--- src/design/fdc_pkg.sv ---
`timescale 1ns / 1ps

package fdc_pkg;

  // Defaults for the top-level parameters.
  localparam int DISK_ADDR_BITS_DEF = 24;
  localparam int SECTOR_BYTES_DEF   = 256;

  // Configuration port geometry.
  localparam int CFG_ADDR_BITS = 4;
  localparam int CFG_DATA_BITS = 32;

  // Configuration register indexes (byte address is four times the index).
  localparam logic [1:0] CFG_LAST_TRACK    = 2'd0;
  localparam logic [1:0] CFG_SECTORS       = 2'd1;
  localparam logic [1:0] CFG_WRITE_PROTECT = 2'd2;
  localparam logic [1:0] CFG_NOT_READY     = 2'd3;

  // Configuration reset values.
  localparam logic [7:0] LAST_TRACK_RST = 8'd79;
  localparam logic [7:0] SECTORS_RST    = 8'd18;

  // Processor-side register select codes.
  localparam logic [1:0] SEL_CMD    = 2'd0;
  localparam logic [1:0] SEL_TRACK  = 2'd1;
  localparam logic [1:0] SEL_SECTOR = 2'd2;
  localparam logic [1:0] SEL_DATA   = 2'd3;

  // Bus access kinds.
  localparam logic OP_READ  = 1'b0;
  localparam logic OP_WRITE = 1'b1;

  // Command codes, taken from the upper nibble of a command write.
  localparam logic [3:0] CMD_RESTORE     = 4'h0;
  localparam logic [3:0] CMD_SEEK        = 4'h1;
  localparam logic [3:0] CMD_STEP        = 4'h2;
  localparam logic [3:0] CMD_STEP_U      = 4'h3;
  localparam logic [3:0] CMD_STEP_IN     = 4'h4;
  localparam logic [3:0] CMD_STEP_IN_U   = 4'h5;
  localparam logic [3:0] CMD_STEP_OUT    = 4'h6;
  localparam logic [3:0] CMD_STEP_OUT_U  = 4'h7;
  localparam logic [3:0] CMD_READ_SEC    = 4'h8;
  localparam logic [3:0] CMD_READ_SEC_M  = 4'h9;
  localparam logic [3:0] CMD_WRITE_SEC   = 4'hA;
  localparam logic [3:0] CMD_WRITE_SEC_M = 4'hB;
  localparam logic [3:0] CMD_READ_ADDR   = 4'hC;
  localparam logic [3:0] CMD_FORCE_INT   = 4'hD;

  // Bit of a Type I command that asks for a track register update.
  localparam int CMD_UPDATE_BIT = 4;

  // Status bits.
  localparam logic [7:0] ST_NOT_READY = 8'h80;
  localparam logic [7:0] ST_PROTECT   = 8'h40;
  localparam logic [7:0] ST_HEAD      = 8'h20;
  localparam logic [7:0] ST_TRACK0    = 8'h04;
  localparam logic [7:0] ST_BUSY_DRQ  = 8'h03;
  localparam logic [7:0] ST_CLR_BOTH  = 8'hFC;
  localparam logic [7:0] ST_CLR_DRQ   = 8'hFD;

  // Step direction left by the last step in or step out.
  typedef enum logic [1:0] {
    DIR_NONE = 2'd0,
    DIR_IN   = 2'd1,
    DIR_OUT  = 2'd2,
    DIR_ODD  = 2'd3
  } step_dir_t;

  // Configuration registers as seen by the core.
  typedef struct packed {
    logic [7:0] last_track;
    logic [7:0] sectors_per_track;
    logic       write_protected;
    logic       not_ready;
  } cfg_t;

  // One processor bus access.
  typedef struct packed {
    logic       operation;
    logic [1:0] register_select;
    logic [7:0] write_value;
    logic [7:0] disk_byte;
  } item_t;

  // One head step, saturating to 0..last.
  function automatic logic [7:0] clamp_step(input logic [7:0] t, input step_dir_t d,
                                            input logic [7:0] last);
    logic [7:0] v;
    unique case (d)
      DIR_IN:  v = (t >= last) ? last : t + 8'd1;
      DIR_OUT: v = (t == 8'd0) ? 8'd0 : t - 8'd1;
      default: v = t;
    endcase
    return (v > last) ? last : v;
  endfunction

endpackage

--- src/design/fdc_cfg_regs.sv ---
`timescale 1ns / 1ps

module fdc_cfg_regs import fdc_pkg::*; (
  input  logic                     clk,
  input  logic                     rst,
  input  logic                     psel,
  input  logic                     penable,
  input  logic                     pwrite,
  input  logic [CFG_ADDR_BITS-1:0] paddr,
  input  logic [CFG_DATA_BITS-1:0] pwdata,
  output logic [CFG_DATA_BITS-1:0] prdata,
  output logic                     pready,
  output cfg_t                     cfg
);

  logic       wr_en;
  logic [1:0] reg_idx;

  assign pready  = 1'b1;
  assign wr_en   = psel & penable & pwrite & pready;
  assign reg_idx = paddr[3:2];

  // Register writes complete in the access phase.
  always_ff @(posedge clk) begin
    if (rst) begin
      cfg.last_track        <= LAST_TRACK_RST;
      cfg.sectors_per_track <= SECTORS_RST;
      cfg.write_protected   <= 1'b0;
      cfg.not_ready         <= 1'b0;
    end else if (wr_en) begin
      unique case (reg_idx)
        CFG_LAST_TRACK:    cfg.last_track        <= pwdata[7:0];
        CFG_SECTORS:       cfg.sectors_per_track <= pwdata[7:0];
        CFG_WRITE_PROTECT: cfg.write_protected   <= pwdata[0];
        CFG_NOT_READY:     cfg.not_ready         <= pwdata[0];
      endcase
    end
  end

  // Read-back of the selected register.
  always_comb begin
    prdata = '0;
    unique case (reg_idx)
      CFG_LAST_TRACK:    prdata[7:0] = cfg.last_track;
      CFG_SECTORS:       prdata[7:0] = cfg.sectors_per_track;
      CFG_WRITE_PROTECT: prdata[0]   = cfg.write_protected;
      CFG_NOT_READY:     prdata[0]   = cfg.not_ready;
    endcase
  end

endmodule

--- src/design/fdc_core.sv ---
`timescale 1ns / 1ps

module fdc_core import fdc_pkg::*; #(
  parameter int DISK_ADDR_BITS = DISK_ADDR_BITS_DEF,
  parameter int SECTOR_BYTES   = SECTOR_BYTES_DEF
) (
  input  logic                      clk,
  input  logic                      rst,
  input  logic                      exec,
  input  item_t                     item,
  input  cfg_t                      cfg,
  output logic [7:0]                read_value,
  output logic                      disk_write,
  output logic [DISK_ADDR_BITS-1:0] disk_write_addr,
  output logic [DISK_ADDR_BITS-1:0] transfer_addr,
  output logic                      transfer_active,
  output logic [7:0]                status
);

  localparam int AW = DISK_ADDR_BITS;

  // Controller state.
  logic [7:0]  status_reg, track_reg, sector_reg, data_reg, head_track;
  step_dir_t   step_direction;
  logic [AW-1:0] transfer_pos, transfer_end;
  logic          transfer_on;

  logic [7:0]  status_reg_next, track_reg_next, sector_reg_next, data_reg_next;
  logic [7:0]  head_track_next;
  step_dir_t   step_direction_next;
  logic [AW-1:0] transfer_pos_next, transfer_end_next;
  logic          transfer_on_next;

  // Sector window arithmetic for a read or write sector command.
  logic [15:0]   track_base;
  logic [AW-1:0] first_lin, end_lin, first_pos, multi_end;
  logic [7:0]    prot_bits;
  logic [7:0]    type1_stat;
  logic [7:0]    ht_sel;
  logic [AW-1:0] pos_inc;
  logic [3:0]    cmd;

  assign track_base = 16'(head_track) * 16'(cfg.sectors_per_track);
  assign first_lin  = AW'(track_base) + AW'(sector_reg) - AW'(1);
  assign end_lin    = AW'(track_base) + AW'(cfg.sectors_per_track);
  assign first_pos  = AW'(first_lin * SECTOR_BYTES);
  assign multi_end  = AW'(end_lin * SECTOR_BYTES);
  assign pos_inc    = transfer_pos + AW'(1);
  assign prot_bits  = (cfg.not_ready ? ST_NOT_READY : 8'h00) |
                      (cfg.write_protected ? ST_PROTECT : 8'h00);
  assign type1_stat = prot_bits | ST_HEAD | ((ht_sel == 8'd0) ? ST_TRACK0 : 8'h00);
  assign cmd        = item.write_value[7:4];

  // Next state and result of one bus access.
  always_comb begin
    status_reg_next     = status_reg;
    track_reg_next      = track_reg;
    sector_reg_next     = sector_reg;
    data_reg_next       = data_reg;
    head_track_next     = head_track;
    step_direction_next = step_direction;
    transfer_pos_next   = transfer_pos;
    transfer_end_next   = transfer_end;
    transfer_on_next    = transfer_on;
    read_value          = 8'h00;
    disk_write          = 1'b0;
    disk_write_addr     = '0;

    if (item.operation == OP_WRITE) begin
      unique case (item.register_select)
        SEL_CMD: begin
          unique case (cmd)
            CMD_RESTORE: begin
              track_reg_next = 8'd0;
            end
            CMD_SEEK: begin
              track_reg_next = ht_sel;
            end
            CMD_STEP, CMD_STEP_U: begin
              if (item.write_value[CMD_UPDATE_BIT])
                track_reg_next = clamp_step(track_reg, step_direction, cfg.last_track);
            end
            CMD_STEP_IN, CMD_STEP_IN_U: begin
              step_direction_next = DIR_IN;
              if (item.write_value[CMD_UPDATE_BIT] && track_reg < cfg.last_track)
                track_reg_next = track_reg + 8'd1;
            end
            CMD_STEP_OUT, CMD_STEP_OUT_U: begin
              step_direction_next = DIR_OUT;
              if (item.write_value[CMD_UPDATE_BIT] && track_reg > 8'd0)
                track_reg_next = track_reg - 8'd1;
            end
            CMD_READ_SEC, CMD_WRITE_SEC: begin
              transfer_pos_next = first_pos;
              transfer_end_next = first_pos + AW'(SECTOR_BYTES);
              transfer_on_next  = 1'b1;
              status_reg_next   = status_reg | ST_BUSY_DRQ;
            end
            CMD_READ_SEC_M, CMD_WRITE_SEC_M: begin
              transfer_pos_next = first_pos;
              transfer_end_next = multi_end;
              transfer_on_next  = (sector_reg <= cfg.sectors_per_track);
              status_reg_next   = status_reg | ST_BUSY_DRQ;
            end
            CMD_READ_ADDR: begin
              data_reg_next    = head_track;
              transfer_on_next = 1'b0;
            end
            CMD_FORCE_INT: begin
              status_reg_next  = status_reg & ST_CLR_DRQ;
              transfer_on_next = 1'b0;
            end
            default: begin
              transfer_on_next = 1'b0;
            end
          endcase
          // Type I commands rebuild the status from the new head track.
          if (cmd[3] == 1'b0) begin
            head_track_next  = ht_sel;
            status_reg_next  = type1_stat;
            transfer_on_next = 1'b0;
          end
        end
        SEL_TRACK:  track_reg_next  = item.write_value;
        SEL_SECTOR: sector_reg_next = item.write_value;
        SEL_DATA: begin
          data_reg_next = item.write_value;
          if (transfer_on) begin
            if (!cfg.write_protected) begin
              disk_write      = 1'b1;
              disk_write_addr = transfer_pos;
            end
            transfer_pos_next = pos_inc;
            if (pos_inc == transfer_end) begin
              transfer_on_next = 1'b0;
              status_reg_next  = status_reg & ST_CLR_BOTH;
            end
          end
        end
      endcase
    end else begin
      unique case (item.register_select)
        SEL_CMD:    read_value = status_reg;
        SEL_TRACK:  read_value = track_reg;
        SEL_SECTOR: read_value = sector_reg;
        SEL_DATA: begin
          if (transfer_on) begin
            data_reg_next     = item.disk_byte;
            transfer_pos_next = pos_inc;
            if (pos_inc == transfer_end) begin
              transfer_on_next = 1'b0;
              status_reg_next  = status_reg & ST_CLR_BOTH;
            end
          end
          read_value = data_reg_next;
        end
      endcase
    end

    transfer_addr   = transfer_pos_next;
    transfer_active = transfer_on_next;
  end

  // New head track for a Type I command.
  always_comb begin
    ht_sel = head_track;
    unique case (cmd)
      CMD_RESTORE:
        ht_sel = 8'd0;
      CMD_SEEK:
        ht_sel = (data_reg > cfg.last_track) ? cfg.last_track : data_reg;
      CMD_STEP, CMD_STEP_U:
        ht_sel = clamp_step(head_track, step_direction, cfg.last_track);
      CMD_STEP_IN, CMD_STEP_IN_U:
        if (head_track < cfg.last_track) ht_sel = head_track + 8'd1;
      CMD_STEP_OUT, CMD_STEP_OUT_U:
        if (head_track > 8'd0) ht_sel = head_track - 8'd1;
      default:
        ht_sel = head_track;
    endcase
  end

  // State update, once per executed access.
  always_ff @(posedge clk) begin
    if (rst) begin
      status_reg     <= 8'h00;
      track_reg      <= 8'h00;
      sector_reg     <= 8'h00;
      data_reg       <= 8'h00;
      head_track     <= 8'h00;
      step_direction <= DIR_NONE;
      transfer_pos   <= '0;
      transfer_end   <= '0;
      transfer_on    <= 1'b0;
    end else if (exec) begin
      status_reg     <= status_reg_next;
      track_reg      <= track_reg_next;
      sector_reg     <= sector_reg_next;
      data_reg       <= data_reg_next;
      head_track     <= head_track_next;
      step_direction <= step_direction_next;
      transfer_pos   <= transfer_pos_next;
      transfer_end   <= transfer_end_next;
      transfer_on    <= transfer_on_next;
    end
  end

  assign status = status_reg;

endmodule

--- src/design/floppy_controller_registers.sv ---
`timescale 1ns / 1ps

// Register front end of a floppy disk controller. Each input transfer is one
// processor access to the status/command, track, sector or data register; each
// produces exactly one result transfer carrying the read data, an optional disk
// memory write and the current sector window position. An access is captured in
// an input register, executed against the controller state and held in a result
// register, so one access is taken every clock cycle unless a stalled result
// register holds it off. The rate is set by the state update, whose longest path
// is the 8x8 track times sectors product that places the sector window. Disk
// configuration must be written over the APB port only while no access is in
// flight; the block itself does not enforce this.

module floppy_controller_registers import fdc_pkg::*; #(
  parameter int DISK_ADDR_BITS = DISK_ADDR_BITS_DEF,
  parameter int SECTOR_BYTES   = SECTOR_BYTES_DEF
) (
  input  logic                      clk,
  input  logic                      rst,
  // APB configuration port
  input  logic                      psel,
  input  logic                      penable,
  input  logic                      pwrite,
  input  logic [CFG_ADDR_BITS-1:0]  paddr,
  input  logic [CFG_DATA_BITS-1:0]  pwdata,
  output logic [CFG_DATA_BITS-1:0]  prdata,
  output logic                      pready,
  // Access channel
  input  logic                      in_valid,
  output logic                      in_ready,
  input  logic                      operation,
  input  logic [1:0]                register_select,
  input  logic [7:0]                write_value,
  input  logic [7:0]                disk_byte,
  // Result channel
  output logic                      out_valid,
  input  logic                      out_ready,
  output logic [7:0]                read_value,
  output logic                      disk_write,
  output logic [DISK_ADDR_BITS-1:0] disk_write_addr,
  output logic [DISK_ADDR_BITS-1:0] transfer_addr,
  output logic                      transfer_active
);

  cfg_t  cfg;
  item_t item_q;
  logic  in_full;
  logic  exec;

  logic [7:0]                rd_c;
  logic                      dw_c;
  logic [DISK_ADDR_BITS-1:0] dwa_c, ta_c;
  logic                      act_c;
  logic [7:0]                status;

  fdc_cfg_regs u_cfg (
    .clk     (clk),
    .rst     (rst),
    .psel    (psel),
    .penable (penable),
    .pwrite  (pwrite),
    .paddr   (paddr),
    .pwdata  (pwdata),
    .prdata  (prdata),
    .pready  (pready),
    .cfg     (cfg)
  );

  // An access executes when the result register is free or being emptied.
  assign exec     = in_full & (~out_valid | out_ready);
  assign in_ready = ~in_full | exec;

  // Input register.
  always_ff @(posedge clk) begin
    if (rst) begin
      in_full <= 1'b0;
    end else if (in_ready) begin
      in_full <= in_valid;
    end
  end

  always_ff @(posedge clk) begin
    if (in_valid && in_ready) begin
      item_q.operation       <= operation;
      item_q.register_select <= register_select;
      item_q.write_value     <= write_value;
      item_q.disk_byte       <= disk_byte;
    end
  end

  fdc_core #(
    .DISK_ADDR_BITS (DISK_ADDR_BITS),
    .SECTOR_BYTES   (SECTOR_BYTES)
  ) u_core (
    .clk             (clk),
    .rst             (rst),
    .exec            (exec),
    .item            (item_q),
    .cfg             (cfg),
    .read_value      (rd_c),
    .disk_write      (dw_c),
    .disk_write_addr (dwa_c),
    .transfer_addr   (ta_c),
    .transfer_active (act_c),
    .status          (status)
  );

  // Result register.
  always_ff @(posedge clk) begin
    if (rst) begin
      out_valid <= 1'b0;
    end else if (exec) begin
      out_valid <= 1'b1;
    end else if (out_ready) begin
      out_valid <= 1'b0;
    end
  end

  always_ff @(posedge clk) begin
    if (exec) begin
      read_value      <= rd_c;
      disk_write      <= dw_c;
      disk_write_addr <= dwa_c;
      transfer_addr   <= ta_c;
      transfer_active <= act_c;
    end
  end

  // A full input register behind a stalled result must hold off new transfers.
  assert property (@(posedge clk) disable iff (rst)
    (in_full && out_valid && !out_ready) |-> !in_ready)
    else $error("input accepted while the result register is stalled");

  // A pending sector transfer always shows busy and data request.
  assert property (@(posedge clk) disable iff (rst)
    transfer_active && out_valid |-> (status[1:0] == ST_BUSY_DRQ[1:0]))
    else $error("transfer active without busy and data request");

  // The write address is zero unless a disk write is reported.
  assert property (@(posedge clk) disable iff (rst)
    (out_valid && !disk_write) |-> (disk_write_addr == '0))
    else $error("disk write address set without a disk write");

endmodule
--- config.mk ---
export PLATFORM = sky130hd
export DESIGN_NAME = floppy_controller_registers
export DESIGN_NICKNAME = d
export VERILOG_FILES = /design/src/design/fdc_pkg.sv /design/src/design/fdc_cfg_regs.sv /design/src/design/fdc_core.sv /design/src/design/floppy_controller_registers.sv
export SDC_FILE = /design/constraint.sdc
export NUM_CORES = 1
export LEC_CHECK = 0
export ABC_CLOCK_PERIOD_IN_PS = 6540
export BUFFER_PORTS_ARGS = -buffer_cell sky130_fd_sc_hd__buf_2
export CAP_MARGIN = 15
export CORE_AREA = 8 8 198 200
export CTS_BUF_LIST = sky130_fd_sc_hd__clkbuf_16
export DETAILED_ROUTE_END_ITERATION = 10
export DIE_AREA = 0 0 206 208
export PLACE_DENSITY_LB_ADDON = 0.3
export SYNTH_ARGS = -nofsm -noshare
export SYNTH_HDL_FRONTEND = slang
export SYNTH_SLANG_ARGS = --single-unit
--- constraint.sdc ---
create_clock -name clk -period 6.54 [get_ports clk]
set_input_delay 0.327 -clock clk [delete_from_list [all_inputs] [get_ports clk]]
set_output_delay 0.327 -clock clk [all_outputs]
set_load 0.05 [all_outputs]
# Word level (Yosys, flattened, before mapping)
# Cells that the tools add are included.
[op_classes] n_addsub=9 shift=0 reduce_logical=37 div=0 order_cmp=10 bitwise_logic=13 eq_ne=31 muxes=57 mul=1
[op_table] operator="$mux 8" count=25
[op_table] operator="$mux 24" count=4
[op_table] operator="$pmux 24 s2" count=2
[op_table] operator="$pmux 8 s2" count=5
[op_table] operator="$pmux 8 s5" count=2
[op_table] operator="$add 16x8->16" count=2
[op_table] operator="$pmux 8 s4" count=1
[op_table] operator="$add 24x1->24 const B" count=1
[op_table] operator="$add 24x9->24 const B" count=1
[op_table] operator="$eq 24x24->1" count=1
[op_table] operator="$eq 4x4->1 const B" count=6
[op_table] operator="$gt 8x8->1" count=3
[op_table] operator="$logic_not 8->1" count=3
[op_table] operator="$reduce_and 4->1" count=6
[op_table] operator="$add 8x1->8 const B" count=2
[op_table] operator="$eq 4x3->1 const B" count=4
[op_table] operator="$ge 8x8->1" count=2
[op_table] operator="$gt 8x1->1 const B" count=2
[op_table] operator="$lt 8x8->1" count=2
[op_table] operator="$mul 8x8->16" count=1
[op_table] operator="$or 8x8->8" count=2
[op_table] operator="$sub 16x1->16 const B" count=1
[op_table] operator="$sub 8x1->8 const B" count=2
[op_table] operator="$pmux 7 s2" count=1
[op_table] operator="other kinds (32)" count=77
[totals] regBits=188 out_inout_bits=93 input_bits=62 latch_bits=0 wordCells=184 mem_bits_ro=0 ram_bits=0 mem_count=0

# Longest topological paths before layout
[logic_depth] word_depth=13 mapped_depth=28 ltp_nobuf=27

# Cells and area by module
# From an unflattened synthesis, not the netlist that was laid out.
[unflattened] cells_unflattened=1916 area_unflattened_um2=15927.8
[by_module_without_submodules] module="fdc_core" area_per_inst_um2=12375.6 seq_area_each_um2=1621.6 cells_per_inst=1708 instances=1
[by_module_without_submodules] module="floppy_controller_registers" area_per_inst_um2=2416.1 seq_area_each_um2=2352.3 cells_per_inst=87 instances=1
[by_module_without_submodules] module="fdc_cfg_regs" area_per_inst_um2=1136.1 seq_area_each_um2=360.3 cells_per_inst=121 instances=1

# Worst setup path after synthesis
# Ideal clock, no wire load.
[synth_timing] path_kind="reg2reg" start="reg u_core.head_track[3]" end="reg u_core.transfer_pos[19]" stages_incl_launch_ff=24 synth_period_minus_slack_ns=6.614 slack_ns=-0.074 t_arrival_ns=6.500 path_buffers=2 required_time_ns=6.425 setup_ns=0.115 path_cell_list="dfxtp_1 > buf_1 > buf_1 > nand2_1 > fa_1 > fa_1 > inv_1 > fa_1 > inv_1 > fa_1 > inv_1 > ha_1 > nand3_1 > o2111a_1 > or3_1 > xnor2_1 > ha_1 > nor3b_1 > and3_1 > a211o_1 > a221o_1 > a21o_1 > a221o_1 > o21a_1"
[synth_between] elab_chain_len=6
[synth_lines] element="from (decl)" line="fdc_core.sv:23" text="logic [7:0] status_reg, track_reg, sector_reg, data_reg, head_track;"
[synth_lines] element="from (signal assigned)" line="fdc_core.sv:200" text="head_track <= head_track_next;"
[synth_lines] element="$mul 8x8->16" line="fdc_core.sv:43" text="assign track_base = 16'(head_track) * 16'(cfg.sectors_per_track);"
[synth_lines] element="$add 16x8->16" line="fdc_core.sv:44" text="assign first_lin = AW'(track_base) + AW'(sector_reg) - AW'(1);"
[synth_lines] element="$sub 16x1->16" line="fdc_core.sv:44"
[synth_lines] element="$mux 24" line="fdc_core.sv:72" text="unique case (cmd)"
[synth_lines] element="$pmux 24 s2" line="fdc_core.sv:70" text="unique case (item.register_select)"
[synth_lines] element="$mux 24" line="fdc_core.sv:69" text="if (item.operation == OP_WRITE) begin"
[synth_lines] element="via ta_c[19]" line="floppy_controller_registers.sv:52" text="logic [DISK_ADDR_BITS-1:0] dwa_c, ta_c;"
[synth_lines] element="to (signal assigned)" line="fdc_core.sv:202" text="transfer_pos <= transfer_pos_next;"
[synth_lines] element="to (decl)" line="fdc_core.sv:25" text="logic [AW-1:0] transfer_pos, transfer_end;"
# The timed path passes the listed nets, and every way through them passes these cells.
# A chain may end at the register's enable or synchronous reset.

# Worst setup path in the final report
[layout_timing] start="reg, netlist name u_cfg.cfg[5]" end="reg u_core.transfer_pos[19]"
[layout_between] elab_chain_len=6
[layout_lines] element="$mul 8x8->16" line="fdc_core.sv:43"
[layout_lines] element="$add 16x8->16" line="fdc_core.sv:44"
[layout_lines] element="$sub 16x1->16" line="fdc_core.sv:44"
[layout_lines] element="$mux 24" line="fdc_core.sv:72"
[layout_lines] element="$pmux 24 s2" line="fdc_core.sv:70"
[layout_lines] element="$mux 24" line="fdc_core.sv:69"
[layout_lines] element="via ta_c[19]" line="floppy_controller_registers.sv:52"
# The timed path passes the listed nets, and every way through them passes these cells.

==> report_table.html <==
<table>
<tr><th>Metric</th><th>Value</th></tr>
<tr><th colspan="2">Clock tree</th></tr>
<tr><td>Total number of clock tree sinks</td><td>178</td></tr>
<tr><td>H-Tree Level Count</td><td>4</td></tr>
<tr><td>Cell at the root of the clock tree</td><td>clkbuf_16</td></tr>
<tr><td>Cts bufs inserted</td><td>17</td></tr>
<tr><td>Post-cts hold buffer count</td><td>0</td></tr>
<tr><td>TritonCTS clock tree</td><td>done</td></tr>
<tr><td>Clock transition at the registers of the reported paths</td><td>0.08 ns</td></tr>
<tr><td>Longest Clk Path Bufs</td><td>2</td></tr>
<tr><td>Clock insertion delay at the later pin of the skew report</td><td>0.47 ns</td></tr>
<tr><th colspan="2">Routing</th></tr>
<tr><td>Final wirelength</td><td>52100 um</td></tr>
<tr><td>Post-DRT Antenna Nets</td><td>0</td></tr>
<tr><td>Post-route DRC</td><td>0</td></tr>
<tr><td>First-pass iteration count of the detailed router</td><td>6</td></tr>
<tr><td>DRC marker count from the first detailed-route iteration</td><td>1418</td></tr>
<tr><td>Detailed-route wire length per cell</td><td>20.9 um</td></tr>
<tr><td>Via Count</td><td>14700</td></tr>
<tr><td>Vias/cell</td><td>5.91</td></tr>
<tr><th colspan="2">Yosys</th></tr>
<tr><td>Simple-gate share of the synthesized area</td><td>21.6%</td></tr>
<tr><td>Xor and xnor area share after synthesis</td><td>5.12%</td></tr>
<tr><td>Dominant combinational cell family by area after synthesis</td><td>simple AND/OR/NAND/NOR gates</td></tr>
<tr><td>Share of synthesized area occupied by flip-flops and latches</td><td>27.1%</td></tr>
<tr><td>Main synth FF type</td><td>dfxtp_1</td></tr>
<tr><td>Synth Area in Adders</td><td>15.3%</td></tr>
<tr><td>Synthesized area per cell</td><td>8.18 um2</td></tr>
<tr><td>Count of cell types in the netlist</td><td>96</td></tr>
<tr><td>Synth Area in Compound Gates</td><td>19.1%</td></tr>
<tr><td>Mux share of post-synthesis cell area</td><td>4.09%</td></tr>
<tr><td>EDFF count, synth</td><td>77</td></tr>
<tr><td>Gate count of the mapped netlist</td><td>1952</td></tr>
<tr><td>Yosys synthesis warning count</td><td>0</td></tr>
<tr><td>Netlist area before placement</td><td>0.0160 mm2</td></tr>
<tr><td>Share of synthesized flip-flops with an asynchronous set or reset</td><td>0%</td></tr>
<tr><td>Total of flip-flops plus latches after synthesis</td><td>178</td></tr>
<tr><th colspan="2">Die</th></tr>
<tr><td>Std-Cell Rows</td><td>70</td></tr>
<tr><td>Floorplan die height</td><td>208 um</td></tr>
<tr><td>Die area</td><td>0.0428 mm2</td></tr>
<tr><td>Placeable core region</td><td>0.0361 mm2</td></tr>
<tr><td>Boundary pin count</td><td>155</td></tr>
<tr><td>Initial standard-cell utilization of the core</td><td>44.3%</td></tr>
<tr><td>Die Wd</td><td>206 um</td></tr>
<tr><th colspan="2">GRT</th></tr>
<tr><td>Antenna violations before repair</td><td>0</td></tr>
<tr><td>Overall routing resource usage</td><td>23.8%</td></tr>
<tr><td>Number of global-route vias before repair</td><td>14100</td></tr>
<tr><td>Residual overflow from global routing</td><td>0</td></tr>
<tr><td>Pin count of the biggest net entering global routing</td><td>68</td></tr>
<tr><td>Global-route wire length before repair</td><td>81100 um</td></tr>
<tr><th colspan="2">Hold path</th></tr>
<tr><td>Tightest Hold Check Type</td><td>primary input to flop</td></tr>
<tr><th colspan="2">STA</th></tr>
<tr><td>Final setup violation count</td><td>0</td></tr>
<tr><td>Clock period minus final worst setup slack</td><td>6.25 ns</td></tr>
<tr><td>Worst hold slack across all endpoints</td><td>0.0401 ns</td></tr>
<tr><td>Number of slew-limit violations in the final report</td><td>0</td></tr>
<tr><td>Number of hold-slack violations in the final timing report</td><td>0</td></tr>
<tr><td>Timing-limited maximum frequency</td><td>160 MHz</td></tr>
<tr><td>Worst slew pin tran</td><td>1.20 ns</td></tr>
<tr><td>Maximum clock skew at final layout</td><td>0.0163 ns</td></tr>
<tr><td>Tcrit/Tclk final</td><td>95.6%</td></tr>
<tr><td>Worst slew margin relative to its limit</td><td>20.0%</td></tr>
<tr><th colspan="2">Flow run</th></tr>
<tr><td>Max_cap viols</td><td>0</td></tr>
<tr><th colspan="2">Setup path</th></tr>
<tr><td>Type of the setup path with the least slack</td><td>flop to flop</td></tr>
<tr><td>Crit path max fanout</td><td>8</td></tr>
<tr><td>Data required time of the critical path</td><td>6.89 ns</td></tr>
<tr><td>Crit start category</td><td>flop</td></tr>
<tr><td>Type of destination of the critical path</td><td>flop</td></tr>
<tr><td>Data arrival time at the worst-slack endpoint</td><td>6.60 ns</td></tr>
<tr><th colspan="2">Outcome</th></tr>
<tr><td>Result of the run</td><td>finished clean</td></tr>
<tr><th colspan="2">Layout</th></tr>
<tr><td>Design Area, Final</td><td>0.0177 mm2</td></tr>
<tr><td>Inserted Diodes</td><td>0</td></tr>
<tr><td>Fraction of final layout cells sized beyond drive strength 1</td><td>12.9%</td></tr>
<tr><td>Biggest regs</td><td>disk_write_addr (24), transfer_addr (24), u_core.transfer_pos (24)</td></tr>
<tr><td>Net count reported at finish</td><td>2249</td></tr>
<tr><td>Layout area overhead</td><td>10.7%</td></tr>
<tr><th colspan="2">Placement</th></tr>
<tr><td>Post-detail-place hpwl</td><td>39900 um</td></tr>
<tr><td>Global placer's final weighted congestion</td><td>0.982</td></tr>
<tr><td>Quantity of I/O buffers inserted on ports</td><td>103</td></tr>
<tr><td>DP Area</td><td>0.0169 mm2</td></tr>
<tr><th colspan="2">Power and ir drop</th></tr>
<tr><td>Worst vdd rail ir drop</td><td>185 uV</td></tr>
<tr><td>Leakage power of the design</td><td>7.41 nW</td></tr>
<tr><td>Pwr/cell area</td><td>163 mW/mm2</td></tr>
</table>
-- final timing paths --
path | from | endpoint | slack, ns | depth (start not counted)
setup / recovery | u_cfg.cfg[5] | u_core.transfer_pos[19] | 0.29 | 21
hold / removal | write_value[1] | item_q[9] | 0.04 | 1
setup reg to reg | u_cfg.cfg[5] | u_core.transfer_pos[19] | 0.29 | 21
hold reg to reg | u_core.transfer_end[14] | u_core.transfer_end[14] | 0.48 | 2
-- cell usage in the layout, fill, tap and decap left out, types with 26 or more instances in the layout --
cell type	n
xnor2_1	54
nand4_1	26
xor2_1	31
mux2i_1	54
ha_1	130
nand2_1	162
nor3_1	52
a211oi_1	35
inv_1	141
and2_1	58
a21oi_1	119
nor2_1	230
buf_2	102
edfxtp_1	77
fa_1	37
buf_4	63
dfxtp_1	94
o21ai_0	75
nand3_1	50
-- through the flow --
stage	worst slack (ns)	utilization (%)	power, mW	TNS [ns]	std cells
2_1_floorplan	0.0181	-	1.67	0	1975
3_3_place_gp	0.169	46.9	1.79	0	2460
3_5_place_dp	0.0578	46.9	1.80	0	2460
4_1_cts	0.0121	48.6	2.88	0	2492
5_1_grt	-0.0256	49.0	2.98	-0.0256	2496
6_report	0.289	49.0	2.88	0	2496
-- what timing repair did --
item	4_1_cts	5_1_grt
buffers inserted	0	3
endpoints found under the setup margin	1	17
pin swaps	0	7
gates resized for setup	1	25
-- critical path: stages (launching register included) --
cell and delay, ns:
dfxtp_2 0.36, buf_4 0.16, and2_1 0.16, fa_1 0.44, fa_1 0.51, fa_1 0.49, inv_1 0.05, fa_1 0.52
inv_1 0.04, ha_2 0.36, nand3_1 0.11, o2111a_1 0.27, or3_1 0.41, xnor2_2 0.20, ha_2 0.35, nor3b_1 0.15
and3_1 0.18, a211o_1 0.31, a221o_1 0.38, a21o_1 0.19, a221o_1 0.31, o21a_1 0.17
-- where the power goes --
group          switching, mW  internal, mW
sequential            0.0335          1.19
clock                  0.508         0.576
combinational          0.383         0.185
total                  0.925          1.96
-- synth_stat cells, types with 36 or more instances --
cell type	number	share of area (%)
nand3_1	50	1.6
a211oi_1	36	1.7
mux2i_1	54	3.4
o21ai_0	77	2.4
edfxtp_1	77	14
and2_1	58	2.3
nand2_1	162	3.8
dfxtp_1	101	13
nor3_1	53	1.7
fa_1	38	4.8
clkbuf_1	84	2.0
a21oi_1	120	3.8
inv_1	142	3.3
ha_1	134	10
xnor2_1	57	3.1
nor2_1	231	5.4
-- per-layer routing --
metal  vias to the layer above  routed length, um  global-route usage [%]
li1                       7040                  -                       -
met1                      7024              23100                    32.2
met5                         -                  0                       0
met4                         0               1380                    7.22
met2                       589              23800                    38.2
met3                        95               3830                    4.07
-- cells by family after synthesis --
| family | count (synthesis) |
|---|---|
| AO/OA/AOI/OAI | 452 |
| XOR/XNOR | 91 |
| adder cells (fa/ha/maj) | 172 |
| buffers and inverters | 290 |
| flip-flops | 178 |
| multiplexers | 63 |
| other | 2 |
| AND/OR/NAND/NOR | 704 |
-- final cells by class --
type / instances / area (um2)
sequential: 178 / 4340
fill: 3458 / 18400
clock inverter: 15 / 174
timing repair buffer: 166 / 995
tap: 468 / 586
inverter: 145 / 546
clock buffer: 17 / 425
multi-input combinational: 1507 / 10600
No activity file was read; power rests on OpenSTA's default activity.
